**src/hdl/rde_pkg.sv**
```systemverilog
`default_nettype none

package rde_pkg;

    // operation codes of an input item
    localparam logic [2:0] OP_START   = 3'd0;
    localparam logic [2:0] OP_LOAD    = 3'd1;
    localparam logic [2:0] OP_REVERSE = 3'd2;
    localparam logic [2:0] OP_DELETE  = 3'd3;
    localparam logic [2:0] OP_FINISH  = 3'd4;

    localparam int ValueWidth = 32;

    typedef enum logic [2:0] {
        CMD_START,
        CMD_LOAD,
        CMD_REVERSE,
        CMD_DELETE,
        CMD_FINISH
    } cmd_kind_t;

    typedef struct packed {
        logic [2:0]                   operation;
        logic signed [ValueWidth-1:0] value;
    } in_item_t;

    typedef struct packed {
        logic signed [ValueWidth-1:0] element;
        logic                         is_error;
        logic                         is_empty;
        logic                         last;
    } out_item_t;

    typedef struct packed {
        cmd_kind_t                    kind;
        logic signed [ValueWidth-1:0] value;
    } cmd_t;

endpackage

`default_nettype wire

```
**src/hdl/rde_ram.sv**
```systemverilog
`default_nettype none

module rde_ram #(
    parameter int WIDTH = 32,
    parameter int DEPTH = 64
) (
    input  wire logic                     clk,
    input  wire logic                     wr_en,
    input  wire logic [$clog2(DEPTH)-1:0] wr_addr,
    input  wire logic [WIDTH-1:0]         wr_data,
    input  wire logic                     rd_en,
    input  wire logic [$clog2(DEPTH)-1:0] rd_addr,
    output logic      [WIDTH-1:0]         rd_data
);

    logic [WIDTH-1:0] storage_reg [DEPTH];
    logic [WIDTH-1:0] rd_data_reg;

    always_ff @(posedge clk)
    begin
        if (wr_en)
        begin
            storage_reg[wr_addr] <= wr_data;
        end
    end

    always_ff @(posedge clk)
    begin
        if (rd_en)
        begin
            rd_data_reg <= storage_reg[rd_addr];
        end
    end

    assign rd_data = rd_data_reg;

endmodule

`default_nettype wire

```
**src/hdl/rde_front.sv**
```systemverilog
`default_nettype none

module rde_front
    import rde_pkg::*;
(
    input  wire logic     clk,
    input  wire logic     rst_n,
    input  wire logic     push,
    output logic          full,
    input  wire in_item_t item,
    output logic          cmd_valid,
    input  wire logic     cmd_ready,
    output cmd_t          cmd
);

    // two-entry command queue toward the back end
    cmd_t       entry_reg [2];
    logic       wr_ptr_reg;
    logic       wr_ptr_next;
    logic       rd_ptr_reg;
    logic       rd_ptr_next;
    logic [1:0] count_reg;
    logic [1:0] count_next;

    cmd_kind_t  kind;
    logic       known_op;
    logic       store;
    logic       take;

    // decode the operation; unknown codes are swallowed here
    always_comb
    begin
        known_op = 1'b1;
        kind     = CMD_START;
        unique case (item.operation)
            OP_START:   kind = CMD_START;
            OP_LOAD:    kind = CMD_LOAD;
            OP_REVERSE: kind = CMD_REVERSE;
            OP_DELETE:  kind = CMD_DELETE;
            OP_FINISH:  kind = CMD_FINISH;
            default:    known_op = 1'b0;
        endcase
    end

    assign full      = (count_reg == 2'd2);
    assign store     = push && !full && known_op;
    assign cmd_valid = (count_reg != 2'd0);
    assign take      = cmd_valid && cmd_ready;
    assign cmd       = entry_reg[rd_ptr_reg];

    always_comb
    begin
        wr_ptr_next = store ? ~wr_ptr_reg : wr_ptr_reg;
        rd_ptr_next = take ? ~rd_ptr_reg : rd_ptr_reg;
        count_next  = count_reg;
        if (store && !take)
        begin
            count_next = count_reg + 2'd1;
        end
        else if (take && !store)
        begin
            count_next = count_reg - 2'd1;
        end
    end

    always_ff @(posedge clk or negedge rst_n)
    begin
        if (!rst_n)
        begin
            wr_ptr_reg <= 1'b0;
            rd_ptr_reg <= 1'b0;
            count_reg  <= 2'd0;
        end
        else
        begin
            wr_ptr_reg <= wr_ptr_next;
            rd_ptr_reg <= rd_ptr_next;
            count_reg  <= count_next;
        end
    end

    always_ff @(posedge clk)
    begin
        if (store)
        begin
            entry_reg[wr_ptr_reg] <= '{kind: kind, value: item.value};
        end
    end

endmodule

`default_nettype wire

```
**src/hdl/rde_back.sv**
```systemverilog
`default_nettype none

module rde_back
    import rde_pkg::*;
#(
    parameter int DEPTH = 64
) (
    input  wire logic  clk,
    input  wire logic  rst_n,
    input  wire logic  cmd_valid,
    output logic       cmd_ready,
    input  wire cmd_t  cmd,
    output logic       empty,
    input  wire logic  pop,
    output out_item_t  result
);

    localparam int IW = $clog2(DEPTH);
    localparam int CW = $clog2(DEPTH + 1);
    localparam logic [CW-1:0] FullCount = CW'(DEPTH);
    localparam logic [IW-1:0] LastSlot  = IW'(DEPTH - 1);

    typedef enum logic {
        ST_IDLE,
        ST_EMIT
    } state_t;

    state_t          state_reg, state_next;
    logic [IW-1:0]   front_reg, front_next;
    logic [CW-1:0]   count_reg, count_next;
    logic            reversed_reg, reversed_next;
    logic            error_reg, error_next;
    logic [IW-1:0]   ptr_reg, ptr_next;
    logic [CW-1:0]   left_reg, left_next;
    logic            pend_reg, pend_next;
    logic            pend_last_reg, pend_last_next;

    // result queue
    out_item_t       ofifo_reg [4];
    logic [1:0]      owr_reg, owr_next;
    logic [1:0]      ord_reg, ord_next;
    logic [2:0]      ocnt_reg, ocnt_next;
    logic            owr_en;
    out_item_t       owr_data;
    logic            opop;

    logic            take;
    logic            rd_en;
    logic            wr_en;
    logic [IW-1:0]   wr_addr;
    logic [ValueWidth-1:0] rd_data;

    function automatic logic [IW-1:0] wrap_add(input logic [IW-1:0] a,
                                               input logic [CW-1:0] b);
        logic [IW+1:0] s;
        s = (IW+2)'(a) + (IW+2)'(b);
        if (s >= (IW+2)'(DEPTH))
        begin
            s = s - (IW+2)'(DEPTH);
        end
        return s[IW-1:0];
    endfunction

    assign empty  = (ocnt_reg == 3'd0);
    assign opop   = pop && !empty;
    assign result = ofifo_reg[ord_reg];

    assign cmd_ready = (state_reg == ST_IDLE) && !pend_reg &&
                       ((cmd.kind != CMD_FINISH) || (ocnt_reg != 3'd4));
    assign take      = cmd_valid && cmd_ready;
    assign rd_en     = (state_reg == ST_EMIT) &&
                       (({1'b0, ocnt_reg} + {3'b000, pend_reg}) < 4'd4);
    assign wr_addr   = wrap_add(front_reg, count_reg);

    always_comb
    begin
        state_next     = state_reg;
        front_next     = front_reg;
        count_next     = count_reg;
        reversed_next  = reversed_reg;
        error_next     = error_reg;
        ptr_next       = ptr_reg;
        left_next      = left_reg;
        pend_next      = rd_en;
        pend_last_next = (left_reg == CW'(1));
        wr_en          = 1'b0;
        owr_en         = pend_reg;
        owr_data       = '{element: rd_data, is_error: 1'b0, is_empty: 1'b0,
                           last: pend_last_reg};

        if (rd_en)
        begin
            left_next = left_reg - CW'(1);
            if (reversed_reg)
            begin
                ptr_next = (ptr_reg == '0) ? LastSlot : ptr_reg - IW'(1);
            end
            else
            begin
                ptr_next = wrap_add(ptr_reg, CW'(1));
            end
            if (left_reg == CW'(1))
            begin
                state_next = ST_IDLE;
            end
        end

        if (take)
        begin
            unique case (cmd.kind)
                CMD_START:
                begin
                    front_next    = '0;
                    count_next    = '0;
                    reversed_next = 1'b0;
                    error_next    = 1'b0;
                end
                CMD_LOAD:
                begin
                    if (!error_reg)
                    begin
                        if (count_reg == FullCount)
                        begin
                            error_next = 1'b1;
                        end
                        else
                        begin
                            wr_en      = 1'b1;
                            count_next = count_reg + CW'(1);
                        end
                    end
                end
                CMD_REVERSE:
                begin
                    if (!error_reg)
                    begin
                        reversed_next = !reversed_reg;
                    end
                end
                CMD_DELETE:
                begin
                    if (!error_reg)
                    begin
                        if (count_reg == '0)
                        begin
                            error_next = 1'b1;
                        end
                        else
                        begin
                            if (!reversed_reg)
                            begin
                                front_next = wrap_add(front_reg, CW'(1));
                            end
                            count_next = count_reg - CW'(1);
                        end
                    end
                end
                CMD_FINISH:
                begin
                    if (error_reg || (count_reg == '0))
                    begin
                        owr_en   = 1'b1;
                        owr_data = '{element: '0, is_error: error_reg,
                                     is_empty: !error_reg, last: 1'b1};
                    end
                    else
                    begin
                        state_next = ST_EMIT;
                        left_next  = count_reg;
                        ptr_next   = reversed_reg ?
                                     wrap_add(front_reg, count_reg - CW'(1)) :
                                     front_reg;
                    end
                end
                default:
                begin
                    error_next = error_reg;
                end
            endcase
        end

        owr_next = owr_en ? owr_reg + 2'd1 : owr_reg;
        ord_next = opop ? ord_reg + 2'd1 : ord_reg;
        ocnt_next = ocnt_reg;
        if (owr_en && !opop)
        begin
            ocnt_next = ocnt_reg + 3'd1;
        end
        else if (opop && !owr_en)
        begin
            ocnt_next = ocnt_reg - 3'd1;
        end
    end

    always_ff @(posedge clk or negedge rst_n)
    begin
        if (!rst_n)
        begin
            state_reg     <= ST_IDLE;
            front_reg     <= '0;
            count_reg     <= '0;
            reversed_reg  <= 1'b0;
            error_reg     <= 1'b0;
            ptr_reg       <= '0;
            left_reg      <= '0;
            pend_reg      <= 1'b0;
            pend_last_reg <= 1'b0;
            owr_reg       <= '0;
            ord_reg       <= '0;
            ocnt_reg      <= '0;
        end
        else
        begin
            state_reg     <= state_next;
            front_reg     <= front_next;
            count_reg     <= count_next;
            reversed_reg  <= reversed_next;
            error_reg     <= error_next;
            ptr_reg       <= ptr_next;
            left_reg      <= left_next;
            pend_reg      <= pend_next;
            pend_last_reg <= pend_last_next;
            owr_reg       <= owr_next;
            ord_reg       <= ord_next;
            ocnt_reg      <= ocnt_next;
        end
    end

    always_ff @(posedge clk)
    begin
        if (owr_en)
        begin
            ofifo_reg[owr_reg] <= owr_data;
        end
    end

    rde_ram #(
        .WIDTH (ValueWidth),
        .DEPTH (DEPTH)
    ) u_store (
        .clk     (clk),
        .wr_en   (wr_en),
        .wr_addr (wr_addr),
        .wr_data (cmd.value),
        .rd_en   (rd_en),
        .rd_addr (ptr_reg),
        .rd_data (rd_data)
    );

`ifndef NO_ASSERTIONS
    a_count_bound: assert property (@(posedge clk) disable iff (!rst_n)
        count_reg <= FullCount)
        else $error("element count above depth");

    a_emit_clean: assert property (@(posedge clk) disable iff (!rst_n)
        (state_reg == ST_EMIT) |-> (!error_reg && left_reg != '0 &&
                                    left_reg <= count_reg))
        else $error("emit run with bad bookkeeping");

    a_no_overflow: assert property (@(posedge clk) disable iff (!rst_n)
        owr_en |-> (ocnt_reg != 3'd4))
        else $error("result queue overflow");

    a_read_lands: assert property (@(posedge clk) disable iff (!rst_n)
        rd_en |=> pend_reg)
        else $error("issued read lost");

    a_no_collide: assert property (@(posedge clk) disable iff (!rst_n)
        pend_reg |-> !take)
        else $error("command taken while read data lands");
`endif

endmodule

`default_nettype wire

```
**src/hdl/reversible_deque_engine.sv**
```systemverilog
// start, load, reverse and delete take effect when the back end takes them from
// the front-end queue; a finish writes its result directly for an error or empty
// run, else each result follows a store read, one per cycle while pop keeps up
// throughput: 1 item per cycle while full is low; a finish holds the back end
// while its elements pass the single registered read port of the element store
// reset: rst_n is asynchronous, active low; clears the deque, flags and both queues
`default_nettype none

module reversible_deque_engine
    import rde_pkg::*;
#(
    parameter int DEPTH = 64
) (
    input  wire logic     clk,
    input  wire logic     rst_n,
    // command side: a transfer happens when push is high and full is low
    input  wire logic     push,
    output logic          full,
    input  wire in_item_t item,
    // result side: a transfer happens when pop is high and empty is low
    output logic          empty,
    input  wire logic     pop,
    output out_item_t     result
);

    // decoded commands passing from the front end to the back end
    logic cmd_valid;
    logic cmd_ready;
    cmd_t cmd;

    // front end: decodes operation codes, drops unknown ones and buffers
    // up to two commands so input transfers continue while a finish runs, until full is set
    rde_front u_front (
        .clk       (clk),
        .rst_n     (rst_n),
        .push      (push),
        .full      (full),
        .item      (item),
        .cmd_valid (cmd_valid),
        .cmd_ready (cmd_ready),
        .cmd       (cmd)
    );

    // back end: ring-buffer bookkeeping with a lazy reverse flag, the
    // element store, the emit sequencer and a four-entry result queue
    rde_back #(
        .DEPTH (DEPTH)
    ) u_back (
        .clk       (clk),
        .rst_n     (rst_n),
        .cmd_valid (cmd_valid),
        .cmd_ready (cmd_ready),
        .cmd       (cmd),
        .empty     (empty),
        .pop       (pop),
        .result    (result)
    );

endmodule

`default_nettype wire

```
**config.mk**
```make
export PLATFORM = sky130hd
export DESIGN_NAME = reversible_deque_engine
export DESIGN_NICKNAME = d
export VERILOG_FILES = /design/src/hdl/rde_pkg.sv /design/src/hdl/rde_ram.sv /design/src/hdl/rde_front.sv /design/src/hdl/rde_back.sv /design/src/hdl/reversible_deque_engine.sv
export SDC_FILE = /design/constraint.sdc
export NUM_CORES = 2
export LEC_CHECK = 0
export BUFFER_PORTS_ARGS = -buffer_cell sky130_fd_sc_hd__buf_2
export CORE_MARGIN = 2
export CORE_UTILIZATION = 47
export DETAILED_ROUTE_END_ITERATION = 6
export PLACE_DENSITY_LB_ADDON = 0.3
export REMOVE_ABC_BUFFERS = 1
export SETUP_SLACK_MARGIN = 0.2
export SLEW_MARGIN = 20
export SYNTH_ARGS = -nofsm -noshare
export SYNTH_HDL_FRONTEND = slang
export SYNTH_SLANG_ARGS = --single-unit
```
**constraint.sdc**
```tcl
create_clock -name clk -period 6.75 [get_ports clk]
set_input_delay 0.675 -clock clk [delete_from_list [all_inputs] [get_ports clk]]
set_output_delay 0.675 -clock clk [all_outputs]
set_load 0.005 [all_outputs]
```
==> summary.md <==
| Metric | Value |
|---|---|
| Setup crit start kind | flop |
| Worst reg-to-reg path cell count | 8 |
| ANT nets after route | 0 |
| Setup TNS | 0 ps |
| Top cells by area, synth | edfxtp_1, mux4_2, dfrtp_1 |
| Status | finished with violations |
| Clock slew seen by the registers of the worst setup and hold paths | 60 ps |
| Fmax | 0.250 GHz |
| Dominant synthesized flop cell | edfxtp_1 |
| Max reg flops | 2048 |
| WL per Instance | 32.8 um |
| Async SR Flop Fraction | 0.0180 |
| Number of CTS-inserted buffers | 221 |
| CP bufs+invs | 3 |
| Adder-cell share of the synthesized area | 0.00416 |
| Via Count | 44100 |
| Library cells used by synthesis | 72 |
| Critical path class | flop to flop |
| Via-to-Cell Ratio | 6.27 |
| RSZ-0062 raised after global routing | no |
| Starting DRT DRC Count | 5725 |
| Post-synth EDFFs | 2290 |
| CP max-delay cell | nor3_2 |
| CP Data Required Time | 7300 ps |
| Minimum clock period | 4010 ps |
| DP Wirelength | 133000 um |
| CTS tree | yes |
| Fin crit share | 0.593 |
| Gr usage total | 0.237 |
| Global route overflow | 0 |
| Routability congestion estimate | 0.885 |
| Post-synthesis cell area | 89700 um2 |
| Hold/Removal Path Class | input port to flop |
| Final WL | 230000 um |
| Multiplexer share of the synthesized area | 0.150 |
| Seq/Total Area, Yosys | 0.778 |
| Vias in the first global route | 42800 |
| Clock skew | 66.9 ps |
| CP peak stage delay | 730 ps |
| Hold Path Depth | 1 |
| Count of final setup violators | 0 |
| Setup crit end kind | flop |
| Area taken by multi-input logic gates | 19300 um2 |
| CP most frequent cell | buf_4 |
| Hold Startpoint | item[24] |
| Failing checks | design-rule violations |
| Nets | 4397 |
| Placed Cells | 6584 |
| Residual DRC | 7 |
| Simple-Gate Fraction of Synth Area | 0.0214 |
| Num ports | 76 |
| Seq. cell area | 69800 um2 |
| Largest net degree at the start of global routing | 102 |
| Static Leak | 31.8 nW |
| CTS H-tree lvls | 4 |
| Post-synth top area cell | edfxtp_1 |
| Post-Synth XOR/XNOR Area | 0.00303 |
| Die area | 194000 um2 |
| Power consumption | 44.1 mW |
| Synth-to-layout area growth | 13.2% |
| Final hold viol count | 0 |
| Die Width | 441 um |
| Crit path max-delay family | simple AND/OR/NAND/NOR gates |
| Port buffer count | 75 |
| Post-synth top area share | 0.767 |
| Compound-Gate Fraction of Synth Area | 0.0314 |
| Crit-path cells | buf_4 > and3b_1 > o211ai_1 > nor4b_4 > nand4b_1 > buf_4 > nor3_2 > buf_4 |
| Capture point of the worst reg-to-reg path | u_back.u_store.storage_reg[48][27] |
| R2r setup slk | 2740 ps |
| CP arrival | 4560 ps |
| # Max-Cap Violations | 0 |
| Final non-filler cell total | 7026 |
| Slew Limit Fails | 0 |
| Worst Tran Pin Value | 1120 ps |
| Core Region | 190000 um2 |
| Global-route wire length before repair | 323000 um |
| Share of cells above drive strength 1 | 0.269 |
| Die Y | 441 um |
| Root Driver | clkbuf_16 |
| Initial antenna violation count | 21 |
| Gate Count Post-Synth | 4078 |
| Hold EP | u_front.entry_reg[1][24] |
| Slew headroom | 0.247 |
| CP max FO | 44 |
| FF+latch count, synth | 2332 |
| CTS sink cnt | 2332 |
| Filler Cell Count | 14200 |
| Syn_area_per_cell | 22.0 um2 |
| Worst vdd ir | 0.308 mV |
| Number of post-CTS setup repair buffers | 0 |
| FF-to-FF Start | u_front.rd_ptr_reg |
| Synth warn | 0 |
| Largest family of logic cells by synthesized area | multiplexers |
| Worst-skew pair later-pin latency | 890 ps |
| Core Rows | 160 |
| Starting Density | 0.472 |
| Most frequent cells in the layout | edfxtp_1, mux4_2, clkbuf_16 |
| Clock Path Buffers | 3 |
| CP Launch Point | u_front.rd_ptr_reg |
| DRT Pass-1 Iters | 7 |
| PD cells | 434 nW/um2 |
| Commonest non-fill, non-tap cell in the layout | edfxtp_1 |
-- cells by family (layout without fill, tap and decap cells) --
logic type	count (synthesis)	in the layout
fa+ha+maj	28	28
compound gates	396	396
mux	667	667
flops	2332	2332
other cells	0	6
simple gates	365	365
xor+xnor	31	31
buf+inv	259	690
-- through the flow --
stage               utilization  instance area (um2)  setup WS, ps  hold WS, ps
finish                    0.534               102000          2740         44.8
CTS                       0.534               101000          2450         1.06
global placement          0.495                94100          2510          469
floorplan                     -                88700        -14960          379
detailed placement        0.495                94100          2470          495
global route              0.534               102000          2490         25.4
-- final cells by class --
type / count / area share
well taps: 2511 / 0.0309
clock inverters: 138 / 0.0133
clock buffers: 264 / 0.0563
inverters: 24 / 0.000887
multi-input cells: 1487 / 0.190
diodes: 6 / 0.000148
flip-flops and latches: 2332 / 0.688
repair buffers: 264 / 0.0205
-- power breakdown --
group          leakage [nW]  total, mW  internal, mW  switching (mW)
Clock                  3.42       12.1          6.71            5.37
Sequential             21.1       18.7          18.0           0.683
Combinational          7.26       13.3          4.60            8.69
Total                  31.8       44.1          29.3            14.7
-- layer usage --
layer | global-route usage | wire length, um | part of all wire
met1 | 0.341 | 90900 | 0.39
met2 | 0.359 | 108000 | 0.47
met3 | 0.0537 | 23900 | 0.10
met4 | 0.0837 | 7890 | 0.034
met5 | 0 | 126 | 0.00055
-- synthesized netlist by cell type (all sizes together) (3+ instances only) --
cell type / instances
xnor2: 17
nor4: 3
fa: 3
a221oi: 30
a32o: 23
nand3b: 4
or2: 6
nand2b: 9
ha: 25
a211oi: 7
and2b: 4
edfxtp: 2290
nor2b: 12
a21oi: 29
mux2i: 95
nand4b: 3
nand4: 21
nor2: 30
o2bb2ai: 5
o22ai: 56
o21ai: 67
and3: 7
o31ai: 3
a31oi: 4
nor3: 80
o211ai: 45
a21o: 5
nand3: 41
xor2: 14
and3b: 3
and2: 39
clkbuf: 142
or3: 5
a22oi: 93
buf: 93
inv: 23
mux4: 535
a22o: 8
mux2: 37
o2111ai: 6
nand2: 86
dfrtp: 42
nor3b: 4
o31a: 3
-- timing repair --
action,in CTS,in global routing
hold buffers,32,0
resized for setup,0,0
hold endpoints to repair,104,0
-- worst max-delay path by stage --
stage / slack [ps] / end / cells past startpoint
2_1_floorplan: -14960 / u_back.ptr_reg[5] / 7
6_report: 2740 / u_back.u_store.storage_reg[48][27] / 8
4_1_cts: 2450 / u_back.u_store.storage_reg[50][0] / 8
5_1_grt: 2490 / u_back.u_store.storage_reg[40][22] / 8
3_3_place_gp: 2510 / u_back.u_store.storage_reg[50][0] / 8
3_5_place_dp: 2470 / u_back.u_store.storage_reg[50][0] / 8
(Power assumes the default switching activity.)
